==> src/rtl/mcmc_ram.sv <==
// Generic single-write, single-read RAM with registered read data.
module mcmc_ram #(
   parameter int WIDTH = 8,
   parameter int DEPTH = 16
) (
   input  logic                                   clock,
   input  logic                                   wr_en,
   input  logic [(DEPTH > 1 ? $clog2(DEPTH) : 1)-1:0] wr_addr,
   input  logic [WIDTH-1:0]                       wr_data,
   input  logic [(DEPTH > 1 ? $clog2(DEPTH) : 1)-1:0] rd_addr,
   output logic [WIDTH-1:0]                       rd_data
);

   logic [WIDTH-1:0] mem [DEPTH];
   logic [WIDTH-1:0] rd_data_ff;

   always_ff @(posedge clock) begin
      if (wr_en) begin
         mem[wr_addr] <= wr_data;
      end
      rd_data_ff <= mem[rd_addr];
   end

   assign rd_data = rd_data_ff;

endmodule

==> config.mk <==
export PLATFORM = sky130hd
export DESIGN_NAME = mcmc_ram
export DESIGN_NICKNAME = d
export VERILOG_FILES = /design/src/rtl/mcmc_ram.sv
export SDC_FILE = /design/constraint.sdc
export NUM_CORES = 1
export LEC_CHECK = 0
export ABC_CLOCK_PERIOD_IN_PS = 1750
export BUFFER_PORTS_ARGS = -buffer_cell sky130_fd_sc_hd__buf_2
export CORE_UTILIZATION = 38
export CTS_CLUSTER_SIZE = 25
export DETAILED_ROUTE_END_ITERATION = 10
export GPL_TIMING_DRIVEN = 1
export SYNTH_ARGS = -nofsm -noshare
export SYNTH_HDL_FRONTEND = slang
export SYNTH_SLANG_ARGS = --single-unit
==> constraint.sdc <==
create_clock -name clock -period 1.75 [get_ports clock]
set_input_delay 0.35 -clock clock [delete_from_list [all_inputs] [get_ports clock]]
set_output_delay 0.35 -clock clock [all_outputs]
set_load 0.1 [all_outputs]
==> results.tsv, run 1 <==
metric	value	unit
quantity of I/O buffers inserted on ports	25	
leading cell types in the layout, fill and taps excluded	128 x edfxtp_1, 25 x buf_2, 18 x mux4_2, 18 x buf_4, 17 x clkbuf_16	
CTS Hold Bufs	0	
Synth Area in XOR/XNOR	0	
Chip Width	118	um
Overall Global Routing Usage	0.155	
num ports	26	
Fill cells	1118	
syn nets	247	
CTS tree	done	
clk_skew	7.38	ps
adder-cell area share of the yosys netlist	0	
Levels on crit path	1	
Final Critical Period	1560	ps
register area	4000	um^2
PD cells	1240	nW/um^2
DP Worst Slack	-98.0	ps
Setup crit start kind	flop	
total congestion overflow	0	
unrepaired setup endpoints after global routing	false	
Max-Cap Viols	0	
Ant. Diodes	0	
Post-CTS Setup Repair Bufs	0	
Synth Area in Simple Gates	0.0318	
gp weighted congestion	0.674	
initial antenna violation count	0	
Seq cells post-synth	136	
TritonCTS buffer count	17	
largest net degree at the start of global routing	33	
Initial DRT Pass Iterations	6	
post-synthesis mux area share	0.150	
post-synthesis cell area	5150	um^2
Via density	5.14	
status	finished clean	
CP max stage cell	buf_2	
Slew Limit Fails	0	
top cell type by total area after synthesis	edfxtp_1	
routed length per instance	20.8	um
Hold Slack	328	ps
Rel. slew slack	0.533	
P_leak	2.13	nW
critical path arrival	1210	ps
Worst setup EP type	output port	
WP data required	1400	ps
die area	14000	um^2
period utilisation layout	0.890	
Post-layout nets	303	
share of the yosys chip area belonging to registers	0.778	
Crit Path Max Fanout	1	
Area contributors post-synth	edfxtp_1 75%, mux4_2 7.9%, mux4_1 7.1%	
R2R cell count	3	
Routed WL	9860	um
Peak VDD IR	0.000685	V
R2R setup slack	380	ps
post-synthesis cell type count	19	
Setup crit end	rd_data[0]	
core footprint	13200	um^2
vias	2438	
CP top delay family	buffers and inverters	
post_cts resized	0	
CP Buf/Inv Count	1	
Area Overhead vs Synth	21.0	%
Fin. Hold Viols	0	
min-delay src	wr_data[5]	
critical path type	flop to output port	
Multi-input gate area	1060	um^2
hpwl dp	6310	um
row cnt	42	
Worst-Margin Slew	698	ps
Synth Area in Compound Gates	0.0233	
Reg-to-Reg End	rd_data[4]	
reg-to-reg critical path startpoint	mem[3][4]	
DRT iter0 DRCs	182	
global-route wire length before repair	15100	um
clock tree sinks	136	
cell count after synthesis	229	
maximum root-to-sink buffer count	2	
final setup fails	0	
FMAX	642	MHz
Crit. Startpoint	rd_data[0]	
Synth top area share	0.747	
Die Y-Extent	118	um
CTS root buf	clkbuf_16	
crit path cell chain	buf_2	
post-route ant nets	0	
vias in the first global route	2565	
clk_lat worst skew	410	ps
Initial Util	0.389	
DRC errors left	0	
largest family of logic cells by synthesized area	multiplexers	
proportion of layout cells with a drive suffix above 1	0.319	
most common cell after layout, fill and taps aside	edfxtp_1	
CP max stage delay	440	ps
post-synthesis average cell area	22.5	um^2
H-Tree Depth	4	
Synth Warn #	0	
worst min path class	input pin to flop	
clk slew on worst S/H paths	60	ps
Final WS setup	193	ps
post-layout util	0.470	
==> registers in the layout (all words and copies together), names as in the netlist <==
| name | cells |
|---|---|
| rd_data | 8 |
| mem | 128 |
==> layout make-up <==
| class | instances | area share |
|---|---|---|
| clock buffer | 23 | 0.0768 |
| clock inverter | 9 | 0.0197 |
| multi-input combinational | 83 | 0.171 |
| sequential | 136 | 0.643 |
| tap | 176 | 0.0354 |
| timing repair buffer | 47 | 0.0547 |
==> per-stage QoR <==
| stage | std cells | total power [mW] | cell area (um^2) | TNS, ps |
|---|---|---|---|---|
| global route | 474 | 7.98 | 6230 | 0 |
| finish | 474 | 7.74 | 6230 | 0 |
| global placement | 442 | 4.23 | 5630 | -84.8 |
| detailed placement | 442 | 4.25 | 5630 | -147 |
| CTS | 474 | 7.80 | 6230 | 0 |
| floorplan | 229 | 4.07 | 5150 | 0 |
==> worst min-delay path by stage <==
stage / end / slack, ps / cells after the start
4_1_cts: mem[6][5] / 320 / 1
6_report: mem[6][5] / 330 / 1
2_1_floorplan: mem[0][0] / 450 / 0
3_5_place_dp: rd_data[3] / 670 / 3
5_1_grt: mem[6][5] / 330 / 1
3_3_place_gp: rd_data[2] / 650 / 3
==> routing by layer <==
metal  share of wire  GRT usage  wire [um]
met2            0.52      0.262       5170
met4           0.013     0.0641        127
met3           0.029     0.0439        289
met5               0          0          0
met1            0.43      0.187       4280
==> cells in the mapped netlist <==
master,instances
nor2_1,13
nand3_1,1
nor2b_1,1
nor3_1,4
mux4_2,18
nand3b_1,2
nand2_1,9
a22oi_1,16
dfxtp_1,8
clkdlybuf4s25_2,3
or3b_2,1
buf_6,3
buf_2,3
edfxtp_1,128
mux4_1,14
nand2b_1,2
and2b_1,1
and2_1,1
buf_4,1
==> worst reg2reg max path, delay by kind of cell (launching register included) <==
family | cells | cell delay (ps)
and+or+nand+nor | 1 | 90
muxes | 1 | 480
AOI/OAI and AO/OA | 1 | 330
DFF | 1 | 360
==> report_power, final <==
group,internal [mW],switching [mW]
Combinational,0.157,0.349
Sequential,3.64,0.0202
Clock,2.34,1.23
==> kinds of logic after synthesis <==
family                 after synthesis
DFF                                136
buffers and inverters               10
AOI/OAI and AO/OA                   16
muxes                               32
and+or+nand+nor                     35
No activity file was read; power rests on OpenSTA's default activity.
==> run 2, diff against run 1 <==
--- a/config.mk
+++ b/config.mk
@@ -7,10 +7,11 @@
 export LEC_CHECK = 0
 export ABC_CLOCK_PERIOD_IN_PS = 1750
 export BUFFER_PORTS_ARGS = -buffer_cell sky130_fd_sc_hd__buf_2
-export CORE_UTILIZATION = 38
+export CORE_UTILIZATION = 45
 export CTS_CLUSTER_SIZE = 25
 export DETAILED_ROUTE_END_ITERATION = 10
 export GPL_TIMING_DRIVEN = 1
+export RECOVER_POWER = 25
 export SYNTH_ARGS = -nofsm -noshare
 export SYNTH_HDL_FRONTEND = slang
 export SYNTH_SLANG_ARGS = --single-unit
==> run 2 against run 1 <==
Effect of this change: register-to-register slack hardly changed; combinational power is 2% lower; first-iteration DRC count is 3.3% higher; sequential cell count stayed put; clock-buffer cell count is 2 lower; wire length is 1.6% lower; clock skew is 1.7 ps lower; setup slack worse by 67 ps; hold slack better by 17 ps; utilization is 9.1 points higher; sequential share of layout area is 0.61 points higher.
==> results.tsv, run 2 (synthesis results as in run 1) <==
metric	value	unit
status	finished clean	
total congestion overflow	0	
Comb pwr share	0.065	
switching pwr	1.59	mW
CTS Hold Bufs	0	
Peak VDD IR	0.000551	V
proportion of layout cells with a drive suffix above 1	0.305	
global-route wire length before repair	14300	um
CP max stage cell	buf_2	
Post-layout nets	307	
met2 wire length	4770	um
clock share of power	0.457	
reg-to-reg critical path startpoint	mem[9][2]	
vias	2428	
Largest Register	mem	
Slew Limit Fails	0	
FMAX	616	MHz
Overall Global Routing Usage	0.182	
Final Critical Period	1620	ps
register area	4000	um^2
PD cells	1240	nW/um^2
P_leak	2.11	nW
Rel. slew slack	0.478	
Via density	5.49	
Crit Path Max Fanout	1	
most common cell after layout, fill and taps aside	edfxtp_1	
Final WS setup	126	ps
Worst-Margin Slew	781	ps
Setup crit start kind	flop	
final setup fails	0	
row cnt	38	
Multi-input gate area	1060	um^2
post-route ant nets	0	
clk slew on worst S/H paths	50	ps
num ports	26	
min-delay src	wr_data[1]	
Post-CTS Setup Repair Bufs	0	
CTS root buf	clkbuf_16	
WP data required	1400	ps
crit path cell chain	buf_2	
post_cts resized	0	
critical path type	flop to output port	
Area Overhead vs Synth	19.8	%
Crit. Startpoint	rd_data[2]	
period utilisation layout	0.928	
worst min path class	input pin to flop	
Initial DRT Pass Iterations	4	
vias in the first global route	2450	
leading cell types in the layout, fill and taps excluded	128 x edfxtp_1, 24 x buf_4, 19 x buf_2	
WL met3	441	um
Placed Cells incl. Taps	410	
quantity of I/O buffers inserted on ports	25	
Chip Width	109	um
largest net degree at the start of global routing	33	
gp weighted congestion	0.807	
H-Tree Depth	4	
Internal Dissipation	6.08	mW
Die Y-Extent	109	um
Initial Util	0.469	
Final Non-Filler Cells	442	
CP max stage delay	460	ps
core footprint	11000	um^2
DRT met1 WL	4330	um
Fill cells	830	
CP top delay family	buffers and inverters	
Flop pwr share	0.478	
DRT iter0 DRCs	188	
Max-Cap Viols	0	
unrepaired setup endpoints after global routing	false	
DP Worst Slack	-50.1	ps
number of flip-flops in the largest register	128	
clock tree sinks	136	
critical path arrival	1270	ps
Worst setup EP type	output port	
maximum root-to-sink buffer count	2	
TritonCTS buffer count	17	
clk_skew	5.63	ps
Ant. Diodes	0	
Fin. Hold Viols	0	
DRC errors left	0	
CTS tree	done	
sw frac	0.207	
clk_lat worst skew	410	ps
Routed WL	9700	um
routed length per instance	22.0	um
initial antenna violation count	0	
max layer used	met4	
CP Buf/Inv Count	1	
die area	11900	um^2
hpwl dp	6350	um
run 2: through the flow:
step                total power [mW]  cell area [um^2]  setup TNS, ps  utilization  hold WS, ps
global route                    7.89              6170              0        0.562          348
detailed placement              4.24              5590          -88.1        0.509          662
floorplan                       4.07              5150              0            -          449
global placement                4.23              5590           -106        0.509          649
finish                          7.67              6170              0        0.562          345
CTS                             7.72              6180              0        0.562          301
run 2: power groups by stage:
stage / sequential (mW) / combinational [mW] / clock (mW)
final: 3.67 / 0.495 / 3.51
after global routing: 3.67 / 0.521 / 3.70
after CTS: 3.67 / 0.502 / 3.55
after detailed placement: 3.73 / 0.502 / 0
after global placement: 3.73 / 0.495 / 0
after floorplan: 3.88 / 0.185 / 0
run 2: layout make-up:
type	count	share of cell area
clock buffer	21	0.0746
sequential	136	0.649
timing repair buffer	51	0.0548
clock inverter	11	0.0209
multi-input combinational	83	0.172
tap	140	0.0284
run 2: final timing paths:
path	to	slack (ps)	cells after the start
hold / removal	mem[1][1]	350	1
setup / recovery	rd_data[2]	130	1
setup reg to reg	rd_data[2]	380	3
hold reg to reg	rd_data[4]	680	3
run 2: metal layers:
| metal | up-vias | track usage |
|---|---|---|
| met5 | - | 0 |
| met4 | 0 | 0.0985 |
| met3 | 11 | 0.0395 |
| met2 | 63 | 0.285 |
| met1 | 1260 | 0.239 |
| li1 | 1094 | - |
==> run 3, diff against run 2 <==
--- a/config.mk
+++ b/config.mk
@@ -11,6 +11,7 @@
 export CTS_CLUSTER_SIZE = 25
 export DETAILED_ROUTE_END_ITERATION = 10
 export GPL_TIMING_DRIVEN = 1
+export PLACE_DENSITY = 0.66
 export RECOVER_POWER = 25
 export SYNTH_ARGS = -nofsm -noshare
 export SYNTH_HDL_FRONTEND = slang
==> run 3 against run 2 <==
Effect of this change: combinational power about the same; design area increased by 0.37%; non-clock buffer count decreased by 5; clock power increased by 7.7%.
==> results.tsv, run 3 (synthesis results as in run 1) <==
metric	value	unit
number of flip-flops in the largest register	128	
FMAX	644	MHz
Fin. Hold Viols	0	
total congestion overflow	0	
post_cts resized	0	
largest net degree at the start of global routing	33	
Ant. Diodes	0	
gp weighted congestion	0.684	
clock share of power	0.476	
CP max stage cell	buf_2	
num ports	26	
register area	4000	um^2
critical path arrival	1200	ps
CTS tree	done	
Peak VDD IR	0.000820	V
DRT iter0 DRCs	161	
leading cell types in the layout, fill and taps excluded	128 x edfxtp_1, 19 x buf_2, 18 x mux4_2, 18 x buf_4, 17 x clkbuf_16	
Via density	5.57	
CTS root buf	clkbuf_16	
Comb pwr share	0.062	
DRC errors left	0	
row cnt	38	
Overall Global Routing Usage	0.186	
CP Buf/Inv Count	1	
Worst-Margin Slew	724	ps
sw frac	0.215	
Rel. slew slack	0.516	
unrepaired setup endpoints after global routing	false	
post-layout util	0.564	
worst min path class	input pin to flop	
vias	2436	
Fill cells	788	
Post-CTS Setup Repair Bufs	0	
crit path cell chain	buf_2	
clock tree sinks	136	
H-Tree Depth	4	
Power Total	7.94	mW
Worst setup EP type	output port	
PD cells	1280	nW/um^2
TritonCTS buffer count	17	
vias in the first global route	2401	
die area	11900	um^2
Flop pwr share	0.461	
final setup fails	0	
maximum root-to-sink buffer count	2	
Area Overhead vs Synth	20.3	%
post-route ant nets	0	
switching pwr	1.71	mW
Setup crit start kind	flop	
critical path type	flop to output port	
quantity of I/O buffers inserted on ports	25	
period utilisation layout	0.888	
routed length per instance	22.3	um
clk_lat worst skew	410	ps
Internal Dissipation	6.23	mW
Slew Limit Fails	0	
P_leak	2.11	nW
most common cell after layout, fill and taps aside	edfxtp_1	
Initial DRT Pass Iterations	4	
Multi-input gate area	1060	um^2
global-route wire length before repair	14900	um
Post-layout nets	302	
WP data required	1400	ps
core footprint	11000	um^2
hpwl dp	6000	um
Die Y-Extent	109	um
clk slew on worst S/H paths	60	ps
Chip Width	109	um
proportion of layout cells with a drive suffix above 1	0.306	
clk_skew	12.3	ps
Initial Util	0.469	
Routed WL	9730	um
Final Critical Period	1550	ps
Crit Path Max Fanout	1	
initial antenna violation count	0	
status	finished clean	
CTS Hold Bufs	0	
CP top delay family	buffers and inverters	
Max-Cap Viols	0	
CP max stage delay	440	ps
Largest Register	mem	
[run 3: area by class of cell]
class                           count  area share
Timing Repair Buffer               46      0.0505
Clock buffer                       19      0.0715
Clock inverter                     13      0.0313
Multi-Input combinational cell     83       0.172
Sequential cell                   136       0.647
Tap cell                          140      0.0283
[run 3: metal layers]
metal  track usage  part of all wire
met1         0.251              0.45
met2         0.289              0.48
met3        0.0520             0.054
met4        0.0676             0.015
met5             0                 0
[run 3: per-stage QoR]
step	worst slack (ps)	hold slack, ps	instances	TNS, ps	area (um^2)
4_1_cts	169	320	437	0	6200
5_1_grt	161	348	437	0	6190
3_5_place_dp	-46.2	665	405	-47.4	5560
6_report	197	338	437	0	6190
2_1_floorplan	134	449	229	0	5150
3_3_place_gp	-52.2	652	405	-52.7	5560
[run 3: path summary, 6_finish.rpt]
kind | startpoint | to | slack [ps] | cells after the start
setup / recovery | rd_data[7] | rd_data[7] | 200 | 1
hold / removal | wr_data[6] | mem[7][6] | 340 | 1
hold reg to reg | mem[15][6] | rd_data[6] | 660 | 3
setup reg to reg | mem[1][5] | rd_data[5] | 370 | 3
[run 3: power groups by stage]
stage | Clock [mW] | Sequential (mW) | Combinational, mW
3_5_place_dp | 0 | 3.73 | 0.502
5_1_grt | 3.99 | 3.67 | 0.528
3_3_place_gp | 0 | 3.73 | 0.496
6_report | 3.78 | 3.66 | 0.496
4_1_cts | 3.82 | 3.66 | 0.504
2_1_floorplan | 0 | 3.88 | 0.185
