## config.mk

```make
export PLATFORM = sky130hd
export DESIGN_NAME = mcmc_step
export DESIGN_NICKNAME = d
export VERILOG_FILES = /design/src/rtl/mcmc_pkg.sv /design/src/rtl/mcmc_step.sv
export SDC_FILE = /design/constraint.sdc
export NUM_CORES = 1
export LEC_CHECK = 0
export BUFFER_PORTS_ARGS = -buffer_cell sky130_fd_sc_hd__clkbuf_2
export CAP_MARGIN = 30
export CORE_ASPECT_RATIO = 0.5
export CORE_UTILIZATION = 30
export CTS_CLUSTER_DIAMETER = 150
export DETAILED_ROUTE_END_ITERATION = 8
export GPL_TIMING_DRIVEN = 0
export PLACE_DENSITY = 0.53
export SLEW_MARGIN = 20
export SYNTH_ARGS = -nofsm -noshare
export SYNTH_HDL_FRONTEND = slang
export SYNTH_SLANG_ARGS = --single-unit
```

## constraint.sdc

```tcl
create_clock -name clock -period 5.3 [get_ports clock]
set_input_delay 0.795 -clock clock [delete_from_list [all_inputs] [get_ports clock]]
set_output_delay 0.795 -clock clock [all_outputs]
set_load 0.1 [all_outputs]
```

## src/rtl/mcmc_pkg.sv

```systemverilog
// Shared types and constants for the matrix-chain cost block.
package mcmc_pkg;

   localparam int DIM_IN_W   = 12;
   localparam int COST_OUT_W = 40;
   localparam int STATUS_W   = 2;
   localparam int REQ_DATA_W = 16;
   localparam int RSP_DATA_W = 48;

   localparam logic [STATUS_W-1:0] STATUS_OK    = 2'd0;
   localparam logic [STATUS_W-1:0] STATUS_SHORT = 2'd1;
   localparam logic [STATUS_W-1:0] STATUS_LONG  = 2'd2;

   localparam logic [COST_OUT_W-1:0] COST_MAX = {COST_OUT_W{1'b1}};

   // control travelling with one split step through the cost pipeline
   typedef struct packed {
      logic valid;
      logic last;        // final split of the cell
      logic left_zero;   // left term is a diagonal entry (also first split)
      logic right_zero;  // right term is a diagonal entry
   } step_ctrl_type;

endpackage

```

## src/rtl/mcmc_step.sv

```systemverilog
// Split-evaluation pipeline: product, sum and running minimum for one cell.
module mcmc_step #(
   parameter int DIM_BITS = 12,
   parameter int COST_W   = 41
) (
   input  logic                         clock,
   input  logic                         reset,
   input  mcmc_pkg::step_ctrl_type      issue,      // split issued this cycle
   input  logic [DIM_BITS-1:0]          dim_i,
   input  logic [DIM_BITS-1:0]          dim_k1,     // read data, aligned with stage 1
   input  logic [DIM_BITS-1:0]          dim_j1,
   input  logic [COST_W-1:0]            cost_left,  // read data, aligned with stage 1
   input  logic [COST_W-1:0]            cost_right,
   output logic                         wr_valid,
   output logic [COST_W-1:0]            wr_cost
);

   localparam int PA_W = 2 * DIM_BITS;
   localparam int PB_W = 3 * DIM_BITS;

   mcmc_pkg::step_ctrl_type s1_ff, s2_ff, s3_ff;
   logic [PA_W-1:0]   s2_prod_ff;
   logic [COST_W-1:0] s2_sum_ff, s3_sum_ff;
   logic [PB_W-1:0]   s3_prod_ff;
   logic [COST_W-1:0] best_ff, best_in;
   logic [COST_W-1:0] sum_in, cand;
   logic [PA_W-1:0]   prod_a_in;
   logic [PB_W-1:0]   prod_b_in;

   always_comb begin
      sum_in    = (s1_ff.left_zero  ? '0 : cost_left)
                + (s1_ff.right_zero ? '0 : cost_right);
      prod_a_in = PA_W'(dim_i) * PA_W'(dim_k1);
      prod_b_in = PB_W'(s2_prod_ff) * PB_W'(dim_j1);
      cand      = s3_sum_ff + COST_W'(s3_prod_ff);
      best_in   = best_ff;
      if (s3_ff.valid && (s3_ff.left_zero || cand < best_ff)) begin
         best_in = cand;
      end
   end

   always_ff @(posedge clock) begin
      if (reset) begin
         s1_ff <= '0;
         s2_ff <= '0;
         s3_ff <= '0;
      end else begin
         s1_ff <= issue;
         s2_ff <= s1_ff;
         s3_ff <= s2_ff;
      end
      s2_prod_ff <= prod_a_in;
      s2_sum_ff  <= sum_in;
      s3_prod_ff <= prod_b_in;
      s3_sum_ff  <= s2_sum_ff;
      best_ff    <= best_in;
   end

   assign wr_valid = s3_ff.valid && s3_ff.last;
   assign wr_cost  = best_in;

endmodule

```

==> results.sh, run 1 <==
export IMPL_die_w_um=403
export IMPL_routed_via_count=18965
export IMPL_drt_first_pass_iters=5
export IMPL_hp_start="s2_sum_ff[18]$_DFF_P_"
export IMPL_yosysWarningCount=0
export IMPL_r2r_cells=18
export IMPL_path_cells="ha_4, nand4_1, nor3_2, nand4_1, o32ai_4, and3_4, o31ai_4, o21a_1, or2_1, ha_4, and4_4, nand2_4, nor3_4, a211oi_2, o22ai_4, buf_6, buf_12, clkbuf_16, mux2_4, clkbuf_16"
export IMPL_crit_family="simple AND/OR/NAND/NOR gates"
export IMPL_r2r_slack_ns=-0.07
export IMPL_die_h_um=202
export IMPL_rsz0062_at_grt="true"
export IMPL_ios=166
export IMPL_violations="setup timing"
export IMPL_avgSynthCellArea_um2=8.69
export IMPL_fin_cells=4097
export IMPL_ant_nets=0
export IMPL_antenna_found_initial=2
export IMPL_max_slew_margin=0.477
export IMPL_worstPathRequired_ns=4.51
export IMPL_max_stage_delay_ns=0.34
export IMPL_wl_per_cell_um=16.0
export IMPL_layout_common_cells="inv_1, nand2_1, fa_1"
export IMPL_wirelength_mm=65.5
export IMPL_synth_ff_type="dfxtp_1"
export IMPL_hold_path_depth=0
export IMPL_synth_edf_count=0
export IMPL_numCtsBuffers=17
export IMPL_start_kind="register"
export IMPL_finalCritPeriodShare=1.07
export IMPL_worst_clock_skew_ns=0.0181
export IMPL_syn2layout_area_growth_pct=26.5
export IMPL_synth_nets=3470
export IMPL_fin_crit_ns=5.67
export IMPL_grt_first_pass_wirelength_mm=105
export IMPL_status="finished with violations"
export IMPL_rr_endpoint="s3_prod_ff[35]$_DFF_P_"
export IMPL_synth_cell_types=75
export IMPL_grt_pass1_vias=19701
export IMPL_netlist_area_um2=24100
export IMPL_gp_congestion=0.907
export IMPL_start_util=0.303
export IMPL_ys_seq_area_frac=0.160
export IMPL_design_area_um2=30500
export IMPL_rows=73
export IMPL_worst_pin_slew_ns=0.764
export IMPL_cts_root_buf="clkbuf_16"
export IMPL_viasPerCell=4.63
export IMPL_tritoncts="yes"
export IMPL_crit_slowest_cell="dfxtp_2"
export IMPL_crit_buf_inv=4
export IMPL_setup_viol=46
export IMPL_clk_latency_ns=0.46
export IMPL_hpwl_mm=53.5
export IMPL_postPlaceCellArea_um2=26500
export IMPL_drv_slew=0
export IMPL_grt_max_degree=21
export IMPL_timing_final_ws_setup_ns=-0.369
export IMPL_grt_overflow_total=0
export IMPL_cap_violations=0
export IMPL_clockBufferDepth=2
export IMPL_async_flop_share=0
export IMPL_post_route_util=0.384
export IMPL_cts_hold_buffers=0
export IMPL_nets=3731
export IMPL_cts_sinks=193
export IMPL_hold_ws_ns=0.322
export IMPL_cp_end_kind="primary output"
export IMPL_clk_pin_slew_ns=0.08
export IMPL_ctsHtreeMaxLevel=4
export IMPL_core_um2=79500
export IMPL_critPathMaxFanout=5
export IMPL_drt_iter0_drc=879
export IMPL_arrival_ns=4.87
export IMPL_n_fill_cell=7859
export IMPL_dpl_cell_count=3987
export IMPL_path_class="register to primary output"
export IMPL_fmax_ghz=0.176
export IMPL_track_usage=0.161
export IMPL_die_area_um2=81500
export IMPL_worst_hold_path_type="register to register"
export IMPL_drive_gt1_frac=0.206
export IMPL_synth_cells=2772
export IMPL_io_buffers=165
export IMPL_ys_seq_elements=193
export IMPL_r2r_start="s2_prod_ff[1]$_DFF_P_"
export IMPL_drc=0
export IMPL_min_to="s3_sum_ff[18]$_DFF_P_"
export IMPL_final_common_cell="inv_1"
export IMPL_finalHoldViolCount=0
## timing repair
item                       4_1_cts  5_1_grt
buffers inserted                66       27
setup endpoints to repair       99       62
resized for setup              423      203
cloned                           6        2
pin swaps                       92       82
## sequential cells by signal (all words and copies together) (netlist names)
name	count
s1_ff	4
s2_ff	3
s2_sum_ff	41
s3_ff	3
best_ff	41
s2_prod_ff	24
s3_sum_ff	41
s3_prod_ff	36
## cells by family after synthesis
kind of cell    synth area share
buf+inv                   0.0909
fa+ha+maj                  0.399
flops                      0.160
simple gates               0.178
mux                       0.0181
xor+xnor                  0.0407
compound gates             0.113
## worst max-delay path by stage
stage                            from          end  slack, ns  depth (start not counted)
2_1_floorplan    s3_sum_ff[0]$_DFF_P_  wr_cost[39]      -0.14                         19
3_3_place_gp    s3_prod_ff[0]$_DFF_P_   wr_cost[7]      -1.58                         20
3_5_place_dp    s3_prod_ff[0]$_DFF_P_  wr_cost[18]      -1.54                         20
4_1_cts        s3_prod_ff[10]$_DFF_P_  wr_cost[37]      -0.34                         20
5_1_grt         s3_sum_ff[11]$_DFF_P_  wr_cost[38]      -0.53                         20
6_report       s3_prod_ff[10]$_DFF_P_  wr_cost[37]      -0.37                         20
## metrics by stage
stage          TNS, ns  setup WS [ns]
5_1_grt         -19.90         -0.533
3_3_place_gp    -71.24          -1.58
3_5_place_dp    -68.75          -1.54
2_1_floorplan   -0.484         -0.142
6_report        -12.18         -0.369
4_1_cts         -11.87         -0.339
## area by class of cell
class / count / area, µm² / share of cell area
inverters: 473 / 1780 / 0.0583
multi-input cells: 1999 / 19300 / 0.635
diodes: 1 / 2.50 / 0.0000821
well taps: 1050 / 1310 / 0.0431
plain buffers: 86 / 862 / 0.0283
clock buffers: 17 / 425 / 0.0140
repair buffers: 263 / 2660 / 0.0872
clock inverters: 15 / 210 / 0.00690
flip-flops and latches: 193 / 3880 / 0.127
## Yosys cell counts (24+ instances only)
cell type    n  area [µm²]
xor2_1      32         280
nor3_1      28         140
nand3_1     46         230
fa_1       322        6450
a21oi_1    131         656
clkbuf_1    98         368
ha_1       252        3150
o21ai_0     58         290
nand4_1     24         150
dfxtp_1    193        3860
and2_1     165        1030
a21o_1      46         345
nand2_1    354        1330
nor2_1      79         297
xnor2_1     80         701
nor2b_1    106         663
inv_1      473        1780
## layer usage
| metal | vias up | wire (µm) | global-route usage | part of all wire |
|---|---|---|---|---|
| met2 | 333 | 30600 | 0.270 | 0.47 |
| met5 | - | 0 | 0 | 0 |
| met4 | 0 | 1450 | 0.0449 | 0.022 |
| met1 | 9190 | 31500 | 0.219 | 0.48 |
| met3 | 58 | 1930 | 0.0188 | 0.029 |
| li1 | 9384 | - | - | - |
Power of run 1 is left out: the tool's default activity adds up to more than one toggle a clock period on the data nets, which glitch-free logic cannot reach.
==> inputs of run 2 (changes only) <==
Settings changed: CORE_MARGIN from default to 2, CORE_UTILIZATION 30 to 45, PLACE_DENSITY 0.53 to 0.71, SLEW_MARGIN 20 to 0.
==> results.sh, run 2 (synthesis results as in run 1) <==
export IMPL_antenna_found_initial=0
export IMPL_cap_violations=0
export IMPL_clk_latency_ns=0.47
export IMPL_cp_end_kind="primary output"
export IMPL_max_stage_delay_ns=0.41
export IMPL_status="finished with violations"
export IMPL_ant_nets=0
export IMPL_max_slew_margin=0.436
export IMPL_die_h_um=168
export IMPL_numCtsBuffers=17
export IMPL_top_layer="met4"
export IMPL_die_area_um2=55500
export IMPL_cts_sinks=193
export IMPL_worst_clock_skew_ns=0.0173
export IMPL_drive_gt1_frac=0.196
export IMPL_grt_overflow_total=0
export IMPL_tritoncts="yes"
export IMPL_ios=166
export IMPL_r2r_cells=19
export IMPL_clk_pin_slew_ns=0.09
export IMPL_gp_congestion=0.919
export IMPL_finalHoldViolCount=0
export IMPL_route_met3_wl_mm=3.66
export IMPL_rows=59
export IMPL_io_buffers=165
export IMPL_layout_common_cells="inv_1, nand2_1, fa_1"
export IMPL_n_fill_cell=4419
export IMPL_hold_path_depth=0
export IMPL_finalCritPeriodShare=1.08
export IMPL_fmax_ghz=0.175
export IMPL_drt_iter0_drc=1289
export IMPL_viasPerCell=5.25
export IMPL_die_w_um=331
export IMPL_routed_via_count=19564
export IMPL_fin_crit_ns=5.72
export IMPL_arrival_ns=4.93
export IMPL_diodes=0
export IMPL_start_util=0.459
export IMPL_cts_root_buf="clkbuf_16"
export IMPL_multi_input_area_um2=19200
export IMPL_wirelength_mm=63.5
export IMPL_worst_hold_path_type="register to register"
export IMPL_timing_final_ws_setup_ns=-0.421
export IMPL_seq_area_um2=3880
export IMPL_syn2layout_area_growth_pct=23.4
export IMPL_grt_max_degree=21
export IMPL_hpwl_mm=49.0
export IMPL_hold_ws_ns=0.322
export IMPL_grt_first_pass_wirelength_mm=101
export IMPL_rsz0062_at_grt="true"
export IMPL_finalSetupTns_ns=-16.02
export IMPL_final_common_cell="inv_1"
export IMPL_wl_per_cell_um=17.0
export IMPL_top_regs="best_ff (41), s2_sum_ff (41), s3_sum_ff (41)"
export IMPL_crit_slowest_cell="ha_1"
export IMPL_ctsHtreeMaxLevel=4
export IMPL_violations="setup timing"
export IMPL_worst_pin_slew_ns=0.824
export IMPL_core_um2=52400
export IMPL_wl_met1_mm=28.4
export IMPL_setup_viol=45
export IMPL_nets=3708
export IMPL_drt_first_pass_iters=7
export IMPL_path_class="register to primary output"
export IMPL_dpl_cell_count=3638
export IMPL_cts_hold_buffers=0
export IMPL_start_kind="register"
export IMPL_r2r_slack_ns=-0.01
export IMPL_path_cells="ha_1, nand3_1, nor2_2, nor3_4, o32ai_4, and3_4, o31ai_4, o21a_1, or2_4, ha_4, and4_4, nand2_4, nor3_4, a211oi_4, o22ai_4, buf_12, clkbuf_16, mux2_4, clkbuf_16"
export IMPL_critPathMaxFanout=6
export IMPL_worstPathRequired_ns=4.51
export IMPL_pre_cts_ws_ns=-1.35
export IMPL_clockBufferDepth=2
export IMPL_wl_met2_mm=29.4
export IMPL_track_usage=0.227
export IMPL_drc=0
export IMPL_grt_pass1_vias=19944
export IMPL_drv_slew=0
export IMPL_fin_cells=3724
[run 2: cell count changes in the layout (fill, tap and decap cells not counted), sizes merged]
cell and delta:
buf -34, clkbuf +11, bufinv -2, inv +2, clkinv -1, clkinvlp +1, diode -1
[run 2: what timing repair did]
action,in CTS,in global routing
setup buffers,49,18
gates resized for setup,382,204
pin swaps,82,103
setup endpoints to repair,67,62
cloned,5,3
[run 2: cell type report]
| type | instances | area share |
|---|---|---|
| Multi-Input combinational cell | 1999 | 0.647 |
| Timing Repair Buffer | 239 | 0.0849 |
| Inverter | 473 | 0.0598 |
| Sequential cell | 193 | 0.131 |
| Clock buffer | 17 | 0.0143 |
| Clock inverter | 15 | 0.00539 |
| Tap cell | 701 | 0.0295 |
| Buffer | 87 | 0.0283 |
[run 2: critical path: cells and delay by family (launching register included)]
family / cells / cell delay, ns
and+or+nand+nor: 8 / 1.50
AOI/OAI and AO/OA: 5 / 1.01
adders and majority gates: 2 / 0.68
buffers and inverters: 3 / 0.55
DFF: 1 / 0.37
muxes: 1 / 0.32
[run 2: metrics by stage]
| step | utilization | area, µm² |
|---|---|---|
| final | 0.567 | 29700 |
| after global routing | 0.567 | 29700 |
| after CTS | 0.552 | 29000 |
| after detailed placement | 0.497 | 26100 |
| after global placement | 0.497 | 26100 |
| after floorplan | - | 24400 |
[run 2: worst paths after layout]
path                                                to                  start
worst max-delay path                       wr_cost[30]  s3_prod_ff[3]$_DFF_P_
worst min-delay path             s3_sum_ff[33]$_DFF_P_  s2_sum_ff[33]$_DFF_P_
worst max register to register  s3_prod_ff[29]$_DFF_P_  s2_prod_ff[3]$_DFF_P_
worst min register to register   s3_sum_ff[33]$_DFF_P_  s2_sum_ff[33]$_DFF_P_
[run 2: per-layer routing]
| layer | vias up | track usage |
|---|---|---|
| met5 | - | 0 |
| met4 | 0 | 0.0817 |
| met3 | 104 | 0.0345 |
| met2 | 621 | 0.367 |
| met1 | 9517 | 0.308 |
| li1 | 9322 | - |
Power of run 2 is left out for the same reason.
==> inputs of run 3 (changes only) <==
Settings changed: ABC_AREA from default to 1.
==> results.sh, run 3 <==
export IMPL_timing_final_ws_setup_ns=0.163
export IMPL_tritoncts="yes"
export IMPL_cts_root_buf="clkbuf_16"
export IMPL_avgSynthCellArea_um2=6.99
export IMPL_synth_largest_area_cell="fa_1"
export IMPL_drv_slew=0
export IMPL_synth_nets=4367
export IMPL_antenna_found_initial=2
export IMPL_ios=166
export IMPL_yosysWarningCount=0
export IMPL_fmax_ghz=0.195
export IMPL_clk_pin_slew_ns=0.08
export IMPL_ys_seq_area_frac=0.151
export IMPL_dpl_cell_count=4589
export IMPL_finalSetupTns_ns=0
export IMPL_viasPerCell=4.90
export IMPL_synth_top_area_share=0.251
export IMPL_netlist_top_cells_count="nand2_1, inv_1, fa_1"
export IMPL_io_buffers=164
export IMPL_finalCritPeriodShare=0.969
export IMPL_syn2layout_area_growth_pct=11.6
export IMPL_ys_seq_elements=193
export IMPL_cp_end_kind="register"
export IMPL_hpwl_mm=58.9
export IMPL_worst_hold_path_type="register to register"
export IMPL_fin_cells=4615
export IMPL_finalHoldViolCount=0
export IMPL_fin_crit_ns=5.14
export IMPL_pre_cts_ws_ns=-0.887
export IMPL_start_util=0.458
export IMPL_ctsHtreeMaxLevel=4
export IMPL_synth_most_common_cell="nand2_1"
export IMPL_drive_gt1_frac=0.0736
export IMPL_start_kind="primary input"
export IMPL_drc=0
export IMPL_ant_nets=0
export IMPL_die_area_um2=59000
export IMPL_arrival_ns=5.47
export IMPL_netlist_area_um2=25600
export IMPL_synth_cells=3669
export IMPL_synth_edf_count=0
export IMPL_die_w_um=342
export IMPL_wl_per_cell_um=14.9
export IMPL_diodes=0
export IMPL_cap_violations=0
export IMPL_layout_common_cells="nand2_1, inv_1, fa_1"
export IMPL_final_common_cell="nand2_1"
export IMPL_drt_first_pass_iters=6
export IMPL_worstPathRequired_ns=5.63
export IMPL_wirelength_mm=68.6
export IMPL_worst_clock_skew_ns=0.0177
export IMPL_clockBufferDepth=2
export IMPL_top_regs="best_ff (41), s2_sum_ff (41), s3_sum_ff (41)"
export IMPL_grt_first_pass_wirelength_mm=112
export IMPL_routed_via_count=22624
export IMPL_nets=4544
export IMPL_path_class="primary input to register"
export IMPL_drt_iter0_drc=1590
export IMPL_grt_max_degree=21
export IMPL_core_um2=55900
export IMPL_grt_overflow_total=0
export IMPL_status="finished clean"
export IMPL_rows=61
export IMPL_cts_sinks=193
export IMPL_numCtsBuffers=17
export IMPL_worst_pin_slew_ns=0.626
export IMPL_synth_area_top_cells="fa_1, nand2_1, dfxtp_1"
export IMPL_gp_congestion=0.990
export IMPL_grt_pass1_vias=22339
export IMPL_synth_ff_type="dfxtp_1"
export IMPL_max_slew_margin=0.582
export IMPL_critPathMaxFanout=10
export IMPL_die_h_um=173
export IMPL_synth_cell_types=39
export IMPL_clk_latency_ns=0.46
export IMPL_async_flop_share=0
export IMPL_setup_viol=0
export IMPL_track_usage=0.236
[run 3: layout make-up]
class                   instances  area [µm²]
plain buffers                  79         470
repair buffers                170        1250
fillers                      5533       27300
inverters                     882        3310
well taps                     756         946
multi-input cells            2503       18200
clock buffers                  19         443
flip-flops and latches        193        3870
clock inverters                13         160
[run 3: worst paths after layout]
path	from	end	cells after the start	slack, ns
max	dim_j1[7]	s3_prod_ff[30]$_DFF_P_	22	0.16
min	s2_sum_ff[20]$_DFF_P_	s3_sum_ff[20]$_DFF_P_	0	0.32
max reg2reg	s2_prod_ff[23]$_DFF_P_	s3_prod_ff[31]$_DFF_P_	17	0.23
min reg2reg	s2_sum_ff[20]$_DFF_P_	s3_sum_ff[20]$_DFF_P_	0	0.32
[run 3: metrics by stage]
step           utilization  hold slack (ns)  cell area, µm²
2_1_floorplan            -            0.310           25600
3_3_place_gp         0.490            0.312           27400
3_5_place_dp         0.490            0.312           27400
4_1_cts              0.508            0.325           28400
5_1_grt              0.512            0.319           28600
6_report             0.512            0.322           28600
[run 3: cells by family after synthesis]
logic type      count (synthesis)  synth area share
flops                         193             0.151
simple gates                 1534             0.235
compound gates                301            0.0636
xor+xnor                       94            0.0321
buf+inv                       973             0.144
fa+ha+maj                     574             0.374
[run 3: what timing repair did]
action / in CTS / in global routing
resized for setup: 111 / 139
setup buffers: 2 / 4
pin swaps: 1 / 5
endpoints found under the setup margin: 61 / 71
hold buffers: 0 / 0
[run 3: worst max-delay path, cell delays in order]
cell	delay, ns
clkbuf_2	0.22
buf_4	0.27
nand2_1	0.10
fa_1	0.51
inv_1	0.06
fa_1	0.55
fa_1	0.43
fa_1	0.49
inv_1	0.05
fa_1	0.48
inv_1	0.05
ha_1	0.35
a21oi_1	0.19
o21ai_0	0.15
a21oi_1	0.19
o21ai_2	0.09
nand2_1	0.06
nand2_1	0.10
nand2_1	0.10
nand2_1	0.05
nand2_1	0.06
nand2_1	0.09
[run 3: layer usage]
layer  vias up  global-route usage  part of all wire
li1      11233                   -                 -
met1     10649               0.313              0.44
met2       649               0.407              0.48
met3        91              0.0329             0.061
met4         2              0.0595             0.020
met5         -                   0           0.00019
Power of run 3 is left out for the same reason.
